**config.mk**
```make
export PLATFORM = sky130hd
export DESIGN_NAME = crc_checked_frame_receiver
export DESIGN_NICKNAME = d
export VERILOG_FILES = /design/src/hdl/cfr_pkg.sv /design/src/hdl/cfr_input_stage.sv /design/src/hdl/cfr_frame_check.sv /design/src/hdl/cfr_output_stage.sv /design/src/hdl/crc_checked_frame_receiver.sv
export SDC_FILE = /design/constraint.sdc
export NUM_CORES = 1
export LEC_CHECK = 0
export ABC_CLOCK_PERIOD_IN_PS = 8300
export BUFFER_PORTS_ARGS = -buffer_cell sky130_fd_sc_hd__buf_2
export CAP_MARGIN = 15
export CORE_MARGIN = 2
export CORE_UTILIZATION = 45
export DETAILED_ROUTE_END_ITERATION = 8
export PLACE_DENSITY_LB_ADDON = 0.3
export SETUP_SLACK_MARGIN = 0.1
export SLEW_MARGIN = 30
export SYNTH_ARGS = -nofsm -noshare
export SYNTH_HDL_FRONTEND = slang
export SYNTH_SLANG_ARGS = --single-unit
```
**constraint.sdc**
```tcl
create_clock -name clock -period 8.3 [get_ports clock]
set_input_delay 0.415 -clock clock [delete_from_list [all_inputs] [get_ports clock]]
set_output_delay 0.415 -clock clock [all_outputs]
set_load 0.05 [all_outputs]
```
**src/hdl/cfr_pkg.sv**
```systemverilog
`default_nettype none

package cfr_pkg;

   typedef struct packed {
      logic [7:0] data_byte;
      logic       end_of_datagram;
   } req_type;

   typedef struct packed {
      logic [1:0]  status;
      logic [15:0] message_id;
      logic [7:0]  packet_type;
      logic [9:0]  payload_length;
   } rsp_type;

   localparam logic [1:0] STATUS_OK         = 2'd0;
   localparam logic [1:0] STATUS_HEADER_CRC = 2'd1;
   localparam logic [1:0] STATUS_BODY_CRC   = 2'd2;
   localparam logic [1:0] STATUS_LENGTH     = 2'd3;

   localparam logic [7:0]  HDR_CRC_INIT  = 8'h77;
   localparam logic [15:0] BODY_CRC_INIT = 16'h3692;
   localparam logic [7:0]  CRC8_POLY     = 8'h8C;
   localparam logic [15:0] CRC16_POLY    = 16'h8408;
   localparam logic [12:0] MIN_FRAME     = 13'd11;
   localparam logic [10:0] POS_LIMIT     = 11'd2047;

   // Reflected CRC-8 update for one byte; synthesis folds the bit loop into a table.
   function automatic logic [7:0] crc8_byte(input logic [7:0] crc, input logic [7:0] b);
      logic [7:0] c;
      c = crc ^ b;
      for (int i = 0; i < 8; i++) begin
         c = c[0] ? ((c >> 1) ^ CRC8_POLY) : (c >> 1);
      end
      return c;
   endfunction

   // Reflected CRC-16 update for one byte, table-driven form.
   function automatic logic [15:0] crc16_byte(input logic [15:0] crc, input logic [7:0] b);
      logic [15:0] c;
      c = {8'h00, crc[7:0] ^ b};
      for (int i = 0; i < 8; i++) begin
         c = c[0] ? ((c >> 1) ^ CRC16_POLY) : (c >> 1);
      end
      return c ^ {8'h00, crc[15:8]};
   endfunction

endpackage

`default_nettype wire

```
**src/hdl/cfr_input_stage.sv**
```systemverilog
`default_nettype none

module cfr_input_stage (
   input  wire logic             clock,
   input  wire logic             reset,
   input  wire logic             req_valid,
   output logic                  req_stall,
   input  wire cfr_pkg::req_type req_payload,
   input  wire logic             out_free,
   output logic                  byte_move,
   output cfr_pkg::req_type      byte_data
);
   import cfr_pkg::*;

   logic    valid_ff, valid_in;
   req_type data_ff;
   logic    accept;

   // A byte that closes no datagram never waits for the result register.
   assign byte_move = valid_ff && (!data_ff.end_of_datagram || out_free);
   assign req_stall = valid_ff && !byte_move;
   assign accept    = req_valid && !req_stall;
   assign byte_data = data_ff;

   always_comb begin
      if (accept) begin
         valid_in = 1'b1;
      end else if (byte_move) begin
         valid_in = 1'b0;
      end else begin
         valid_in = valid_ff;
      end
   end

   always_ff @(posedge clock) begin
      if (reset) begin
         valid_ff <= 1'b0;
      end else begin
         valid_ff <= valid_in;
      end
   end

   always_ff @(posedge clock) begin
      if (accept) begin
         data_ff <= req_payload;
      end
   end

endmodule

`default_nettype wire

```
**src/hdl/cfr_frame_check.sv**
```systemverilog
`default_nettype none

module cfr_frame_check #(
   parameter int MAX_FRAME = 1024
) (
   input  wire logic             clock,
   input  wire logic             reset,
   input  wire logic             byte_move,
   input  wire cfr_pkg::req_type byte_data,
   output logic                  result_load,
   output cfr_pkg::rsp_type      result_data
);
   import cfr_pkg::*;

   logic [10:0] pos_ff, pos_in;
   logic [12:0] len_ff, len_in;
   logic [7:0]  hdr_ff, hdr_in;
   logic [15:0] body_ff, body_in;
   logic [7:0]  crc_lo_ff, crc_lo_in;
   logic [15:0] id_ff, id_in;
   logic [7:0]  type_ff, type_in;
   logic [1:0]  err_ff, err_in;
   logic        done_ff, done_in;

   logic [7:0]  b;
   logic [12:0] pos_wide;
   logic        len_ok, len_ok_after;
   logic [1:0]  status;
   logic [12:0] payload_wide;

   assign b        = byte_data.data_byte;
   assign pos_wide = {2'b00, pos_ff};
   assign len_ok   = (len_ff >= MIN_FRAME) && (len_ff <= 13'(MAX_FRAME))
                     && (len_ff <= {2'b00, POS_LIMIT});
   assign len_ok_after = (len_in >= MIN_FRAME) && (len_in <= 13'(MAX_FRAME))
                         && (len_in <= {2'b00, POS_LIMIT});

   always_comb begin
      hdr_in    = hdr_ff;
      body_in   = body_ff;
      len_in    = len_ff;
      crc_lo_in = crc_lo_ff;
      id_in     = id_ff;
      type_in   = type_ff;
      err_in    = err_ff;
      done_in   = done_ff;
      if (pos_ff < 11'd3) begin
         hdr_in  = crc8_byte(hdr_ff, b);
         body_in = crc16_byte(body_ff, b);
         if (pos_ff == 11'd1) begin
            len_in = {8'h00, b[7:3]};
         end else if (pos_ff == 11'd2) begin
            len_in = {b, len_ff[4:0]};
         end
      end else if (len_ok && (pos_wide < len_ff)) begin
         if ((pos_ff == 11'd3) && (b != hdr_ff)) begin
            err_in[0] = 1'b1;
         end
         if (pos_ff == 11'd4) begin
            type_in = b;
         end
         if (pos_ff == 11'd5) begin
            id_in[7:0] = b;
         end
         if (pos_ff == 11'd6) begin
            id_in[15:8] = b;
         end
         if (pos_wide < (len_ff - 13'd2)) begin
            body_in = crc16_byte(body_ff, b);
         end else if (pos_wide == (len_ff - 13'd2)) begin
            crc_lo_in = b;
         end else begin
            if ({b, crc_lo_ff} != body_ff) begin
               err_in[1] = 1'b1;
            end
            done_in = 1'b1;
         end
      end
      pos_in = (pos_ff < POS_LIMIT) ? pos_ff + 11'd1 : pos_ff;
   end

   always_comb begin
      if (pos_in < 11'd4) begin
         status = STATUS_LENGTH;
      end else if (err_in[0]) begin
         status = STATUS_HEADER_CRC;
      end else if (!len_ok_after || !done_in) begin
         status = STATUS_LENGTH;
      end else if (err_in[1]) begin
         status = STATUS_BODY_CRC;
      end else begin
         status = STATUS_OK;
      end
   end

   assign payload_wide = len_in - MIN_FRAME;
   assign result_load  = byte_move && byte_data.end_of_datagram;

   always_comb begin
      result_data.status      = status;
      result_data.message_id  = id_in;
      result_data.packet_type = type_in;
      if ((status == STATUS_OK) || (status == STATUS_BODY_CRC)) begin
         result_data.payload_length = payload_wide[9:0];
      end else begin
         result_data.payload_length = 10'd0;
      end
   end

   // The closing byte of a datagram puts the whole frame state back to its reset values.
   always_ff @(posedge clock) begin
      if (reset || result_load) begin
         pos_ff    <= '0;
         len_ff    <= '0;
         hdr_ff    <= HDR_CRC_INIT;
         body_ff   <= BODY_CRC_INIT;
         crc_lo_ff <= '0;
         id_ff     <= '0;
         type_ff   <= '0;
         err_ff    <= '0;
         done_ff   <= 1'b0;
      end else if (byte_move) begin
         pos_ff    <= pos_in;
         len_ff    <= len_in;
         hdr_ff    <= hdr_in;
         body_ff   <= body_in;
         crc_lo_ff <= crc_lo_in;
         id_ff     <= id_in;
         type_ff   <= type_in;
         err_ff    <= err_in;
         done_ff   <= done_in;
      end
   end

endmodule

`default_nettype wire

```
**src/hdl/cfr_output_stage.sv**
```systemverilog
`default_nettype none

module cfr_output_stage (
   input  wire logic             clock,
   input  wire logic             reset,
   input  wire logic             result_load,
   input  wire cfr_pkg::rsp_type result_data,
   output logic                  out_free,
   output logic                  rsp_valid,
   input  wire logic             rsp_stall,
   output cfr_pkg::rsp_type      rsp_payload
);
   import cfr_pkg::*;

   logic    valid_ff, valid_in;
   rsp_type data_ff;

   assign out_free    = !valid_ff || !rsp_stall;
   assign rsp_valid   = valid_ff;
   assign rsp_payload = data_ff;

   always_comb begin
      if (result_load) begin
         valid_in = 1'b1;
      end else if (out_free) begin
         valid_in = 1'b0;
      end else begin
         valid_in = valid_ff;
      end
   end

   always_ff @(posedge clock) begin
      if (reset) begin
         valid_ff <= 1'b0;
      end else begin
         valid_ff <= valid_in;
      end
   end

   always_ff @(posedge clock) begin
      if (result_load) begin
         data_ff <= result_data;
      end
   end

endmodule

`default_nettype wire

```
**src/hdl/crc_checked_frame_receiver.sv**
```systemverilog
// Throughput: one byte per cycle but for the wait below. A last byte passes the input
// register, its result the output register; a CRC takes a table step per byte it covers.
// A byte that ends a datagram waits in the input register only while a result is stalled.
// Reset (synchronous) empties both registers and restores the CRC seeds and frame state.
`default_nettype none

module crc_checked_frame_receiver #(
   parameter int MAX_FRAME = 1024
) (
   input  wire logic             clock,
   input  wire logic             reset,
   input  wire logic             req_valid,
   output logic                  req_stall,
   input  wire cfr_pkg::req_type req_payload,
   output logic                  rsp_valid,
   input  wire logic             rsp_stall,
   output cfr_pkg::rsp_type      rsp_payload
);
   import cfr_pkg::*;

   logic    out_free;
   logic    byte_move;
   req_type byte_data;
   logic    result_load;
   rsp_type result_data;

   cfr_input_stage u_input (
      .clock       (clock),
      .reset       (reset),
      .req_valid   (req_valid),
      .req_stall   (req_stall),
      .req_payload (req_payload),
      .out_free    (out_free),
      .byte_move   (byte_move),
      .byte_data   (byte_data)
   );

   cfr_frame_check #(
      .MAX_FRAME (MAX_FRAME)
   ) u_check (
      .clock       (clock),
      .reset       (reset),
      .byte_move   (byte_move),
      .byte_data   (byte_data),
      .result_load (result_load),
      .result_data (result_data)
   );

   cfr_output_stage u_output (
      .clock       (clock),
      .reset       (reset),
      .result_load (result_load),
      .result_data (result_data),
      .out_free    (out_free),
      .rsp_valid   (rsp_valid),
      .rsp_stall   (rsp_stall),
      .rsp_payload (rsp_payload)
   );

endmodule

`default_nettype wire

```
==> summary.txt <==
Layout
  • Fill count: 1,386
  • Final #Nets: 816
  • Diodes inserted: 0
  • Share of layout cells above drive strength 1: 18.0%
  • Layout area overhead: 13.3%

CTS
  • Cts hold-fix bufs: 0
  • TritonCTS clock tree: built
  • Clock slew at reported path FFs: 60 ps
  • Htree depth: 4
  • Clk_lat worst skew: 420 ps
  • TritonCTS buffer count: 17
  • Setup bufs post-CTS: 0
  • Post-cts resize count: 0
  • Clk root buf: clkbuf_16
  • Clock buffer depth: 2
  • CTS Sinks: 130

Power and ir drop
  • Static leakage: 3.28 nW
  • Peak supply drop: 0.159 mV
  • Total power: 1.63 mW
  • Pwr Density: 202 nW/um^2

Synthesis
  • Syn nets: 790
  • Synth area leader: dfxtp_1
  • Sequential fraction of the synthesis area: 42.9%
  • Number of synthesized flops with an enable pin: 45
  • Asr flop ratio synth: 0%
  • Yosys warns: 0
  • Synthesized area: 7120 sq um
  • Main flop type after synthesis: dfxtp_1
  • Top cell type's share of synthesized area: 23.9%
  • Synth unique cells: 66
  • Synth Area per Inst: 9.52 sq um
  • Number of synthesized register bits: 130
  • Post-Syn Instances: 748
  • Synth top area cells: dfxtp_1 24%, edfxtp_1 19%, xnor2_1 5.2%

Timing
  • Final hold vios: 0
  • Slew headroom: 36.1%
  • Setup TNS: 0 ps
  • Endpoints failing setup: 0
  • Tmin final: 4330 ps
  • Pins Over Slew Limit: 0
  • Fmax: 231 MHz
  • RSZ-0062 raised after global routing: false
  • Worst-Margin Slew: 958 ps
  • Clock Skew: 8.97 ps
  • WHS: 169 ps
  • Period utilisation layout: 52.2%

Drt
  • Initial DRC Count: 491
  • Routed WL: 16,900 microns
  • 1st-pass router iterations: 4
  • Via/cell ratio: 5.53
  • # DRC: 0
  • Vias: 5,521
  • WL per Instance: 16.9 microns
  • Post-route ant nets: 0

Hold path
  • Hold_sp: req_payload[3]
  • Hold Path Sink: u_input.byte_data[3]
  • Worst hold stages: 1
  • HP Class: input port to flop

Place
  • Post-DP HPWL: 11,300 microns
  • PortBufs: 50
  • RePlAce Congestion: 0.919

Setup path
  • Kind of critical path: flop to flop
  • Most used cell, CP: and3_1
  • CP endpoint kind: flop
  • Worst Reg-to-Reg Cells: 11
  • CP cell instances: nor3_2 -> and3_1 -> and3_1 -> mux2i_1 -> ha_1 -> nand2_1 -> or4b_1 -> a32o_1 -> a21oi_2 -> or4b_4 -> a21oi_1
  • Slowest stage delay, CP: 690 ps
  • R2R Setup Slk: 3970 ps
  • WP data required: 8560 ps
  • CP max-delay cell: and3_1
  • WP data arrival: 4600 ps
  • RR Startpoint: u_check.pos_ff[5]
  • CP Launch Type: flop
  • Reg-to-Reg End: u_output.rsp_payload[7]
  • CP Max Fanout: 20
  • CP Buf/Inv Count: 0
  • Crit path max-delay family: simple AND/OR/NAND/NOR gates

Global routing
  • Vias in the first global route: 5,421
  • Overflow after GRT: 0
  • Total GRT Usage: 21.1%
  • First-pass GRT wire length: 27,800 microns
  • Initial antenna violation count: 0
  • Largest net degree at the start of global routing: 43

Floorplan
  • IO Pins: 51
  • Core area: 15,300 sq um
  • Chip Height: 130 microns
  • Die W: 130 microns
  • Row count: 45
  • Starting Density: 46.5%
  • Die ar.: 16,800 sq um

Job
  • Max Cap Viol: 0

Run status
  • Status: finished clean
## state kept, by name, indices dropped and copies added (netlist names)
name	flops
u_check.body_ff	16
u_check.crc_lo_ff	8
u_check.done_ff	1
u_check.err_ff	2
u_check.hdr_ff	8
u_check.id_ff	16
u_check.len_ff	13
u_check.pos_ff	11
u_check.type_ff	8
u_input.byte_data	9
u_input.valid_ff	1
u_output.rsp_payload	36
u_output.rsp_valid	1
## metrics by stage
step	instance area, sq um	instances	utilization, %	worst slack, ps
final	8060	998	52.6	3970
after global routing	8060	998	52.6	3730
after CTS	8050	998	52.6	4020
after detailed placement	7460	966	48.7	4080
after global placement	7460	966	48.7	4190
after floorplan	7120	748	-	4680
## worst max-delay path by stage
stage / start / cells past startpoint / slack [ps] / end
2_1_floorplan: u_check.pos_ff[5] / 13 / 4680 / u_output.rsp_payload[34]
3_3_place_gp: u_check.pos_ff[5] / 11 / 4190 / u_output.rsp_payload[34]
3_5_place_dp: u_check.pos_ff[5] / 11 / 4080 / u_output.rsp_payload[7]
4_1_cts: u_check.pos_ff[5] / 11 / 4020 / u_output.rsp_payload[7]
5_1_grt: u_check.pos_ff[5] / 11 / 3730 / u_output.rsp_payload[7]
6_report: u_check.pos_ff[5] / 11 / 3970 / u_output.rsp_payload[7]
## layout by cell type (no fill, tap or decap), types with 21 or more instances in the layout
master and count:
edfxtp_1 45, o21ai_0 34, a21oi_1 42, mux2i_1 29
nor2_1 70, nand2_1 60, xor2_1 36, mux2_2 26
ha_1 29, xnor2_1 42, inv_1 21, dfxtp_1 85
nand3_1 26, buf_2 50
## cell type report
class | count | area [sq um] | area share [%]
Multi-Input combinational cell | 549 | 3790 | 47.1
Sequential cell | 130 | 3050 | 37.9
Tap cell | 211 | 264 | 3.27
Clock buffer | 17 | 425 | 5.28
Inverter | 21 | 78.8 | 0.978
Clock inverter | 15 | 159 | 1.97
Timing Repair Buffer | 55 | 288 | 3.57
## synthesized netlist by cell type (3+ instances only)
master	count
nor4_1	10
a31oi_1	4
o21ai_0	34
xor2_1	36
nor2b_1	4
nor2_1	71
mux2i_1	29
o211ai_1	11
a21o_1	8
nand2_1	60
a21oi_2	5
a211oi_1	7
buf_2	9
or3_1	5
clkbuf_1	35
nand3_1	26
edfxtp_1	45
mux2_2	26
nand2b_1	5
o21a_1	3
ha_1	29
inv_1	21
a22oi_1	6
and3_1	10
nand4_1	10
xnor2_1	42
nor2_2	7
or2_2	3
and2_1	3
a21oi_1	42
nor3_1	18
dfxtp_1	85
## where the power goes
part / total [mW] / switching, mW / leakage, nW / internal (mW)
Combinational: 0.194 / 0.116 / 1.89 / 0.0776
Clock: 0.734 / 0.290 / 0.280 / 0.444
Sequential: 0.703 / 0.0263 / 1.11 / 0.676
Total: 1.63 / 0.433 / 3.28 / 1.20
## logic make-up (layout without fill, tap and decap cells)
family	count (synthesis)	after routing	synth area share (%)
and+or+nand+nor	251	251	18.2
AOI/OAI and AO/OA	135	135	11.8
DFF	130	130	42.9
xor gates and xnor gates	78	78	9.60
buffers and inverters	69	108	4.06
muxes	56	56	8.38
adders and majority gates	29	29	5.10
## metal layers
layer / vias to the layer above / part of all wire [%] / global-route usage [%]
li1: 2698 / - / -
met1: 2635 / 47 / 28.3
met3: 25 / 5.0 / 4.63
met4: 0 / 1.9 / 7.27
met2: 163 / 46 / 33.9
met5: - / 0 / 0
(Power assumes the default switching activity.)
